`config.mk`:
```
export PLATFORM = sky130hd
export DESIGN_NAME = reflow_profile_sequencer_core
export DESIGN_NICKNAME = d
export VERILOG_FILES = /design/src/rtl/rps_pkg.sv /design/src/rtl/rps_step.sv /design/src/rtl/reflow_profile_sequencer_core.sv
export VERILOG_INCLUDE_DIRS = /design/src /design/src/rtl
export SDC_FILE = /design/constraint.sdc
export NUM_CORES = 1
export LEC_CHECK = 0
export BUFFER_PORTS_ARGS = -buffer_cell sky130_fd_sc_hd__buf_4
export CAP_MARGIN = 10
export CELL_PAD_IN_SITES_DETAIL_PLACEMENT = 0
export CELL_PAD_IN_SITES_GLOBAL_PLACEMENT = 1
export CORE_MARGIN = 3
export CORE_UTILIZATION = 30
export CTS_CLUSTER_SIZE = 25
export DETAILED_ROUTE_END_ITERATION = 12
export GPL_ROUTABILITY_DRIVEN = 0
export PLACE_DENSITY_LB_ADDON = 0.1
export SLEW_MARGIN = 20
export SYNTH_ARGS = -nofsm -noshare
export SYNTH_HDL_FRONTEND = slang
export SYNTH_SLANG_ARGS = --single-unit
```
`constraint.sdc`:
```
create_clock -name clk -period 7.8 [get_ports clk]
set_input_delay 0.78 -clock clk [delete_from_list [all_inputs] [get_ports clk]]
set_output_delay 0.78 -clock clk [all_outputs]
set_load 0.02 [all_outputs]
```
`src/rtl/reflow_profile_sequencer_core_defines.svh`:
```
// Assertion macros used by the reflow profile sequencer core RTL.
`ifndef REFLOW_PROFILE_SEQUENCER_CORE_DEFINES_SVH
`define REFLOW_PROFILE_SEQUENCER_CORE_DEFINES_SVH

// Checked on every clock edge outside reset
`define RPS_ASSERT(lbl, prop, msg) \
  lbl: assert property (@(posedge clk) disable iff (rst) prop) else $error(msg);

// Checked on every clock edge, reset included
`define RPS_ASSERT_ALWAYS(lbl, prop, msg) \
  lbl: assert property (@(posedge clk) prop) else $error(msg);

`endif

```
`src/rtl/rps_pkg.sv`:
```
// Types, codes and constants of the reflow profile sequencer.
package rps_pkg;

  localparam int TEMP_W  = 12;
  localparam int SOAK_W  = 8;
  localparam int SEQ_W   = 16;
  localparam int STAGE_W = 3;
  localparam int MODE_W  = 2;
  localparam int BEEP_W  = 2;
  localparam int CFG_IDX_W  = 2;
  localparam int CFG_DATA_W = 12;
  localparam int IN_DATA_W  = 16;
  localparam int OUT_DATA_W = 48;

  // Stage codes
  localparam logic [STAGE_W-1:0] STAGE_RAMP_SOAK   = 3'd0;
  localparam logic [STAGE_W-1:0] STAGE_SOAKING     = 3'd1;
  localparam logic [STAGE_W-1:0] STAGE_RAMP_REFLOW = 3'd2;
  localparam logic [STAGE_W-1:0] STAGE_COOLING     = 3'd3;
  localparam logic [STAGE_W-1:0] STAGE_IDLE        = 3'd4;

  // Request kinds
  localparam logic [MODE_W-1:0] MODE_TICK  = 2'd0;
  localparam logic [MODE_W-1:0] MODE_START = 2'd1;
  localparam logic [MODE_W-1:0] MODE_STOP  = 2'd2;

  // Beep patterns
  localparam logic [BEEP_W-1:0] BEEP_NONE       = 2'd0;
  localparam logic [BEEP_W-1:0] BEEP_SOAK_START = 2'd1;
  localparam logic [BEEP_W-1:0] BEEP_SOAK_END   = 2'd2;
  localparam logic [BEEP_W-1:0] BEEP_DONE       = 2'd3;

  // Register indexes
  localparam logic [CFG_IDX_W-1:0] CFG_SOAK_TEMP   = 2'd0;
  localparam logic [CFG_IDX_W-1:0] CFG_REFLOW_TEMP = 2'd1;
  localparam logic [CFG_IDX_W-1:0] CFG_SOAK_PERIOD = 2'd2;
  localparam logic [CFG_IDX_W-1:0] CFG_COOL_TEMP   = 2'd3;

  // Register reset values
  localparam logic [TEMP_W-1:0] SOAK_TEMP_RST   = 12'd440;
  localparam logic [TEMP_W-1:0] REFLOW_TEMP_RST = 12'd660;
  localparam logic [SOAK_W-1:0] SOAK_PERIOD_RST = 8'd70;
  localparam logic [TEMP_W-1:0] COOL_TEMP_RST   = 12'd200;

  localparam logic [SOAK_W-1:0] SOAK_CNT_MAX = 8'hFF;
  localparam logic [3:0]        BATCH_LAST   = 4'd9;

  typedef struct packed {
    logic [TEMP_W-1:0] soak_temp;
    logic [TEMP_W-1:0] reflow_temp;
    logic [SOAK_W-1:0] soak_period;
    logic [TEMP_W-1:0] cool_done_temp;
  } cfg_t;

  typedef struct packed {
    logic [STAGE_W-1:0] stage;
    logic [SOAK_W-1:0]  soak_count;
    logic [SEQ_W-1:0]   seq_count;
    logic [3:0]         batch_pos;   // seq_count mod 10, restarts on wrap
    logic [TEMP_W-1:0]  target;
    logic               gain_set;
  } state_t;

  typedef struct packed {
    logic [STAGE_W-1:0] stage_now;
    logic [TEMP_W-1:0]  target_temp;
    logic               ctrl_select;
    logic               clear_pid;
    logic               run_pid;
    logic [BEEP_W-1:0]  beep_code;
    logic               heater_off;
    logic               record_valid;
    logic [SEQ_W-1:0]   sample_seq;
    logic               post_batch;
    logic               session_start;
    logic               profile_done;
  } result_t;

endpackage

```
`src/rtl/rps_step.sv`:
```
// Next-state and result logic for one sequencer request.
module rps_step (
  input  logic [rps_pkg::MODE_W-1:0] mode,
  input  logic [rps_pkg::TEMP_W-1:0] temp_now,
  input  rps_pkg::cfg_t              cfg,
  input  rps_pkg::state_t            state,
  output rps_pkg::state_t            state_next,
  output rps_pkg::result_t           res
);
  import rps_pkg::*;

  logic              record;
  logic [SOAK_W-1:0] soak_inc;
  logic [SEQ_W-1:0]  seq_inc;
  logic [3:0]        pos_inc;

  // Saturating soak second count
  assign soak_inc = (state.soak_count == SOAK_CNT_MAX) ? state.soak_count
                                                       : state.soak_count + 1'b1;
  assign seq_inc = state.seq_count + 1'b1;
  // Position inside the batch of ten; restarts when the sequence wraps
  assign pos_inc = (seq_inc == '0 || state.batch_pos == BATCH_LAST) ? 4'd0
                                                                    : state.batch_pos + 1'b1;

  always_comb begin
    state_next = state;
    res        = '0;
    record     = 1'b0;
    case (mode)
      MODE_START: begin
        res.session_start     = 1'b1;
        res.clear_pid         = 1'b1;
        state_next.gain_set   = 1'b0;
        state_next.seq_count  = '0;
        state_next.batch_pos  = '0;
        state_next.soak_count = '0;
        state_next.stage      = STAGE_RAMP_SOAK;
      end
      MODE_STOP: begin
        state_next.stage = STAGE_COOLING;
        res.heater_off   = 1'b1;
      end
      MODE_TICK: begin
        case (state.stage)
          STAGE_RAMP_SOAK: begin
            state_next.target = cfg.soak_temp;
            if (temp_now >= cfg.soak_temp) begin
              res.beep_code    = BEEP_SOAK_START;
              state_next.stage = STAGE_SOAKING;
            end
            res.run_pid = 1'b1;
            record      = 1'b1;
          end
          STAGE_SOAKING: begin
            state_next.soak_count = soak_inc;
            if (soak_inc >= cfg.soak_period) begin
              res.beep_code       = BEEP_SOAK_END;
              res.clear_pid       = 1'b1;
              state_next.gain_set = 1'b1;
              state_next.stage    = STAGE_RAMP_REFLOW;
            end
            res.run_pid = 1'b1;
            record      = 1'b1;
          end
          STAGE_RAMP_REFLOW: begin
            state_next.target = cfg.reflow_temp;
            if (temp_now >= cfg.reflow_temp) begin
              res.beep_code    = BEEP_DONE;
              res.heater_off   = 1'b1;
              state_next.stage = STAGE_COOLING;
            end else begin
              res.run_pid = 1'b1;
              record      = 1'b1;
            end
          end
          STAGE_COOLING: begin
            if (temp_now <= cfg.cool_done_temp) begin
              res.profile_done = 1'b1;
              state_next.stage = STAGE_IDLE;
            end else begin
              record = 1'b1;
            end
          end
          default: begin
          end
        endcase
        // Sample recording and batch post
        if (record) begin
          res.record_valid     = 1'b1;
          res.sample_seq       = state.seq_count;
          state_next.seq_count = seq_inc;
          state_next.batch_pos = pos_inc;
          res.post_batch       = (pos_inc == 4'd0) && (seq_inc != '0);
        end
      end
      default: begin
      end
    endcase
    res.stage_now   = state_next.stage;
    res.target_temp = state_next.target;
    res.ctrl_select = state_next.gain_set;
  end

endmodule

```
`src/rtl/reflow_profile_sequencer_core.sv`:
```
// Top level of the reflow oven profile sequencer.
// Each request (tick, start or stop) yields one result. Requests are taken one per
// cycle while results are taken; a request is held in an input register and its
// result is loaded into the output register once that register is free. The
// sustained rate is set by the single pass through the stage update logic. The input
// stalls only while both registers are full and the result is not taken. Thresholds
// must be written through the cfg port only while no request is in flight; the block
// itself does not enforce this.
`include "reflow_profile_sequencer_core_defines.svh"

module reflow_profile_sequencer_core (
  input  logic                                clk,
  input  logic                                rst,
  input  logic                                s_tvalid,
  output logic                                s_tready,
  input  logic [rps_pkg::IN_DATA_W-1:0]       s_tdata,   // temp_now[11:0], zeros
  input  logic [rps_pkg::MODE_W-1:0]          s_tuser,   // mode[1:0]
  output logic                                m_tvalid,
  input  logic                                m_tready,
  // stage_now[2:0], target_temp[14:3], ctrl_select[15], clear_pid[16], run_pid[17],
  // beep_code[19:18], heater_off[20], record_valid[21], sample_seq[37:22],
  // post_batch[38], session_start[39], profile_done[40], zeros[47:41]
  output logic [rps_pkg::OUT_DATA_W-1:0]      m_tdata,
  input  logic                                cfg_we,
  input  logic [rps_pkg::CFG_IDX_W-1:0]       cfg_index,
  input  logic [rps_pkg::CFG_DATA_W-1:0]      cfg_data
);
  import rps_pkg::*;

  cfg_t              cfg;
  state_t            state;
  state_t            state_next;
  result_t           res_next;
  result_t           res;
  logic              in_valid;
  logic [MODE_W-1:0] in_mode;
  logic [TEMP_W-1:0] in_temp;
  logic              out_free;
  logic              advance;
  logic              s_fire;

  assign out_free = !m_tvalid || m_tready;
  assign advance  = in_valid && out_free;
  assign s_tready = !in_valid || out_free;
  assign s_fire   = s_tvalid && s_tready;

  // Configuration registers
  always_ff @(posedge clk) begin
    if (rst) begin
      cfg.soak_temp      <= SOAK_TEMP_RST;
      cfg.reflow_temp    <= REFLOW_TEMP_RST;
      cfg.soak_period    <= SOAK_PERIOD_RST;
      cfg.cool_done_temp <= COOL_TEMP_RST;
    end else if (cfg_we) begin
      case (cfg_index)
        CFG_SOAK_TEMP:   cfg.soak_temp      <= cfg_data[TEMP_W-1:0];
        CFG_REFLOW_TEMP: cfg.reflow_temp    <= cfg_data[TEMP_W-1:0];
        CFG_SOAK_PERIOD: cfg.soak_period    <= cfg_data[SOAK_W-1:0];
        CFG_COOL_TEMP:   cfg.cool_done_temp <= cfg_data[TEMP_W-1:0];
        default: begin
        end
      endcase
    end
  end

  // Input register
  always_ff @(posedge clk) begin
    if (rst) begin
      in_valid <= 1'b0;
    end else if (s_fire) begin
      in_valid <= 1'b1;
    end else if (advance) begin
      in_valid <= 1'b0;
    end
  end

  always_ff @(posedge clk) begin
    if (s_fire) begin
      in_mode <= s_tuser;
      in_temp <= s_tdata[TEMP_W-1:0];
    end
  end

  rps_step u_step (
    .mode       (in_mode),
    .temp_now   (in_temp),
    .cfg        (cfg),
    .state      (state),
    .state_next (state_next),
    .res        (res_next)
  );

  // Profile state
  always_ff @(posedge clk) begin
    if (rst) begin
      state.stage      <= STAGE_IDLE;
      state.soak_count <= '0;
      state.seq_count  <= '0;
      state.batch_pos  <= '0;
      state.target     <= '0;
      state.gain_set   <= 1'b0;
    end else if (advance) begin
      state <= state_next;
    end
  end

  // Result register
  always_ff @(posedge clk) begin
    if (rst) begin
      m_tvalid <= 1'b0;
    end else if (advance) begin
      m_tvalid <= 1'b1;
    end else if (m_tready) begin
      m_tvalid <= 1'b0;
    end
  end

  always_ff @(posedge clk) begin
    if (advance) begin
      res <= res_next;
    end
  end

  assign m_tdata = {7'd0, res.profile_done, res.session_start, res.post_batch,
                    res.sample_seq, res.record_valid, res.heater_off, res.beep_code,
                    res.run_pid, res.clear_pid, res.ctrl_select, res.target_temp,
                    res.stage_now};

  // Checks
  `RPS_ASSERT(a_hoff_no_run, m_tvalid |-> !(res.heater_off && res.run_pid), "PID run with heater off")
  `RPS_ASSERT(a_post_rec, m_tvalid && res.post_batch |-> res.record_valid, "batch post without sample")
  `RPS_ASSERT(a_done_idle, m_tvalid && res.profile_done |-> res.stage_now == STAGE_IDLE, "done not idle")
  `RPS_ASSERT_ALWAYS(a_rst_empty, $past(rst) && !rst |-> !m_tvalid && !in_valid, "not empty after reset")

endmodule

```
## Word level (Yosys, flattened, before mapping)

Cells that the tools add are included.

- Magnitude comparators: 4
- Mux-type cells: 36
- Equal/unequal tests: 12
- Reduce and logical (&&, ||, !) cells: 26
- Add/sub/neg operators: 3

Operators with widths:

| operator | number |
|---|---|
| $pmux 28 s2 | 1 |
| $ge 12x12->1 | 2 |
| $pmux 12 s2 | 1 |
| $mux 20 | 1 |
| $mux 18 | 1 |
| $pmux 3 s3 | 2 |
| $add 16x1->16 const B | 1 |
| $logic_not 16->1 | 1 |
| $mux 8 | 2 |
| $reduce_bool 16->1 | 1 |
| $mux 1 | 15 |
| $mux 3 | 5 |
| $le 12x12->1 | 1 |
| $mux 12 | 1 |
| $pmux 3 s4 | 1 |
| $reduce_and 2->1 | 6 |
| $add 8x1->8 const B | 1 |
| $eq 8x8->1 const B | 1 |
| $ge 8x8->1 | 1 |
| $eq 2x2->1 const B | 3 |
| $eq 3x2->1 const B | 2 |
| $pmux 1 s2 | 3 |
| $reduce_and 3->1 | 2 |
| $reduce_bool 2->1 | 3 |
| 15 further kinds | 23 |

- Output and inout port bits: 50
- Word-level logic and storage cells: 107
- Input bits: 37
- Register bits: 145

## Depth between registers and ports, before layout

- Depth after elaboration: 7
- Mapped depth: 14

## By module

From an unflattened synthesis, not the netlist that was laid out.

- Cell total of the unflattened synthesis: 930
- Area, all modules: 8415.6 µm²

By module, submodules not included:

| module | area an instance (µm²) | instances | cells each |
|---|---|---|---|
| reflow_profile_sequencer_core | 5346.4 | 1 | 451 |
| rps_step | 3069.2 | 1 | 479 |

## Least setup slack after synthesis

OpenSTA, ideal clock, no wires.

- Path kind: input -> register
- From: input port m_tready
- To: register, netlist name state[10]
- Arrival time: 3.016 ns
- Setup slack: 4.657 ns
- Buffers on the path: 1
- Required time: 7.672 ns
- Cell stages on the path: 6
- Cell sequence: nor2b_1 nand2b_1 inv_2 buf_1 mux2i_1 nor2_1

- Longest elaborated chain between the ends: 2

Ends and longest elaborated chain:

| what | RTL line | text |
|---|---|---|
| start: declaration | reflow_profile_sequencer_core.sv:19 | `input logic m_tready,` |
| $logic_or 1x1->1 | reflow_profile_sequencer_core.sv:42 | `assign out_free = !m_tvalid \|\| m_tready;` |
| $logic_and 1x1->1 | reflow_profile_sequencer_core.sv:43 | `assign advance = in_valid && out_free;` |
| named net advance | reflow_profile_sequencer_core.sv:39 | `logic advance;` |

The timed path passes the listed nets, and every way through them passes these cells.
A chain may end at the register's enable or synchronous reset.

==> flow_summary.ini <==
[cts]
cts-hold-fix-buffers = 0
clk_pin_slew_ns = 0.06
cts-resized-gates = 0
cts_htree_levels = 4
clkLatencyLatePin_ns = 0.42
cts_setup_buffers = 0
numCtsBuffers = 17
cts_buffer_depth = 2
cts.sinks = 145
cts_tree = yes
cts_root_buffer = clkbuf_16

[critical_path]
cp-end-kind = register
cp_cell_sequence = ha_1 > nand2_1 > nor2_1 > nand3_1 > nand4_1 > xnor2_1 > ha_1 > a21o_1 > a21oi_1 > o211ai_1 > a21oi_1 > nor3_1 > nor2_1 > o21ai_0
cp_top_family = simple AND/OR/NAND/NOR gates
cp.required_ns = 7.91
critical-path-slowest-cell = dfxtp_1
worst_path_largest_cell_delay_ns = 0.41
crit_arrival_ns = 3.55
critPathMaxFanout = 7
criticalPathCategory = register to register
critPathBufInv = 0
start_kind = register

[detailed_routing]
drtPass1Iterations = 4
drcViolationCount = 0
antenna_left = 0
drt-initial-drc-count = 329
wl_per_cell_um = 16.35
drt_wl_total_um = 19320
via_per_inst = 4.919
num_vias = 5809

[synth]
synthAdderAreaFrac = 0.08255
synth_seq_cells = 145
synth_top_family_by_area = simple AND/OR/NAND/NOR gates
synth_edf_count = 55
synth_area_leader_cell = dfxtp_1
yosysWarnings = 0
synth_top_area_share = 0.2426
syn_area_per_cell_um2 = 9.272
synthMuxAreaShare = 0.03942
synth_xor_area_frac = 0.01061
synth_compound_area_frac = 0.1504
synthCells = 801
syn_area_mm2 = 0.007427
ys.flop_type = dfxtp_1
yosys.area_share.simple = 0.1924
synth_area_leaders = dfxtp_1 24%, edfxtp_1 22%, ha_1 8.3%
ys_types = 65
synthArstFlopShare = 0
synth-seq-area-share = 0.4650

[cells_and_area]
design_area_mm2 = 0.008860
final_cell_mix = 90 x nand2_1, 90 x dfxtp_1, 85 x nor2_1, 77 x buf_4, 76 x a21oi_1
diodes = 0
syn2layout_area_growth_pct = 19.29
fin_util = 0.3708
fin_cells = 1181
drive_gt1_frac = 0.1450
final_net_count = 936

[pwr]
ir_drop_v = 0.0001027
p_leak_nw = 3.417
finalPower_mw = 1.915
powerDensity_mw_per_mm2 = 216.2

[global_routing]
track_usage = 0.1503
grt_pass1_vias = 5660
grt_pass1_wl_um = 31110
grt.overflow.total = 0
antenna_found_initial = 0
grt_max_degree = 92

[floorplan]
die_h_um = 163.3
core-area_mm2 = 0.02389
std_cell_rows = 56
initial_utilization = 0.3109
dieArea_mm2 = 0.02668
io_pins = 87
fp.dieW_um = 163.3

[placed_design]
dp_hpwl_um = 13770
dpl.cell_count = 1150
place_area_mm2 = 0.008194
port-buffer-count = 75

[sta]
rsz0062_at_grt = false
fmax_mhz = 291.0
finalCriticalPeriod_ns = 3.436
worst_pin_slew_ns = 1.084
maxSlewHeadroom = 0.2776
slew_viol_final = 0
finClkSkew_ns = 0.01132
hold_viol = 0
finalSetupTns_ns = 0
setup_viol = 0
finalCritPeriodShare = 0.4405

[hold_path]
min_path_type = register to register

[run]
max_cap_violations = 0

[status]
status = completed
[per-layer routing]
metal | wire [um] | share of wire | vias to the layer above | GRT usage
li1 | - | - | 2935 | -
met1 | 9632 | 0.50 | 2729 | 0.2100
met2 | 8695 | 0.45 | 127 | 0.2402
met3 | 752 | 0.039 | 18 | 0.02536
met4 | 234 | 0.012 | 0 | 0.04268
met5 | 0 | 0 | - | 0
[worst register-to-register path: stages, from the launching register on]
cell and delay (ns):
dfxtp_1 0.41, ha_1 0.25, nand2_1 0.11, nor2_1 0.14, nand3_1 0.28, nand4_1 0.22, xnor2_1 0.17, ha_1 0.30
a21o_1 0.17, a21oi_1 0.13, o211ai_1 0.11, a21oi_1 0.41, nor3_1 0.13, nor2_1 0.17, o21ai_0 0.14
[registers in the layout (all words and copies together) (netlist names)]
name / count
in_mode: 2
in_temp: 12
m_tvalid: 1
state: 44
m_tdata: 41
cfg: 44
in_valid: 1
[cell usage after synthesis, drive strengths merged (7+ instances only)]
cell and n:
a211o 12, a211oi 7, a21o 10, a21oi 76
a22oi 7, a311oi 9, a31oi 7, and2 19
and3 7, buf 18, clkbuf 35, dfxtp 90
edfxtp 55, ha 49, inv 49, mux2i 27
nand2 90, nand3 12, nand4 15, nor2 85
nor3 19, o21ai 24, xnor2 9
[cells by family (layout without fill, tap and decap cells)]
kind of cell | after synthesis | in the layout
other cells | 1 | 7
simple gates | 289 | 289
mux | 29 | 29
buf+inv | 102 | 157
compound gates | 177 | 177
flops | 145 | 145
fa+ha+maj | 49 | 49
xor+xnor | 9 | 9
[through the flow]
step | hold WS [ns] | setup slack (ns)
finish | 0.4569 | 4.364
CTS | 0.4600 | 4.311
global placement | 0.4475 | 4.378
global route | 0.4839 | 3.954
detailed placement | 0.4511 | 4.325
floorplan | 0.4363 | 4.657
[layout make-up]
cell class,instances,area (um^2)
tap,319,399.1
fill,2438,15030
clock inverter,13,232.7
timing repair buffer,77,578.1
multi-input combinational,560,3583
clock buffer,18,429.2
inverter,49,183.9
sequential,145,3453
[path summary, 6_finish.rpt]
kind / endpoint / cells past startpoint / slack, ns / from
worst min-delay path: cfg[9]$_SDFFE_PP0P_ / 2 / 0.46 / cfg[9]$_SDFFE_PP0P_
worst min register to register: cfg[9]$_SDFFE_PP0P_ / 2 / 0.46 / cfg[9]$_SDFFE_PP0P_
worst max-delay path: m_tdata[1]$_DFFE_PP_ / 14 / 4.36 / state[33]$_SDFFE_PP0P_
worst max register to register: m_tdata[1]$_DFFE_PP_ / 14 / 4.36 / state[33]$_SDFFE_PP0P_
[where the power goes]
| group | switching (mW) | leakage [nW] | internal [mW] |
|---|---|---|---|
| clock network | 0.326 | 0.321 | 0.600 |
| registers | 0.0180 | 1.25 | 0.812 |
| logic | 0.0989 | 1.85 | 0.0608 |
No activity file was read; power rests on OpenSTA's default activity.
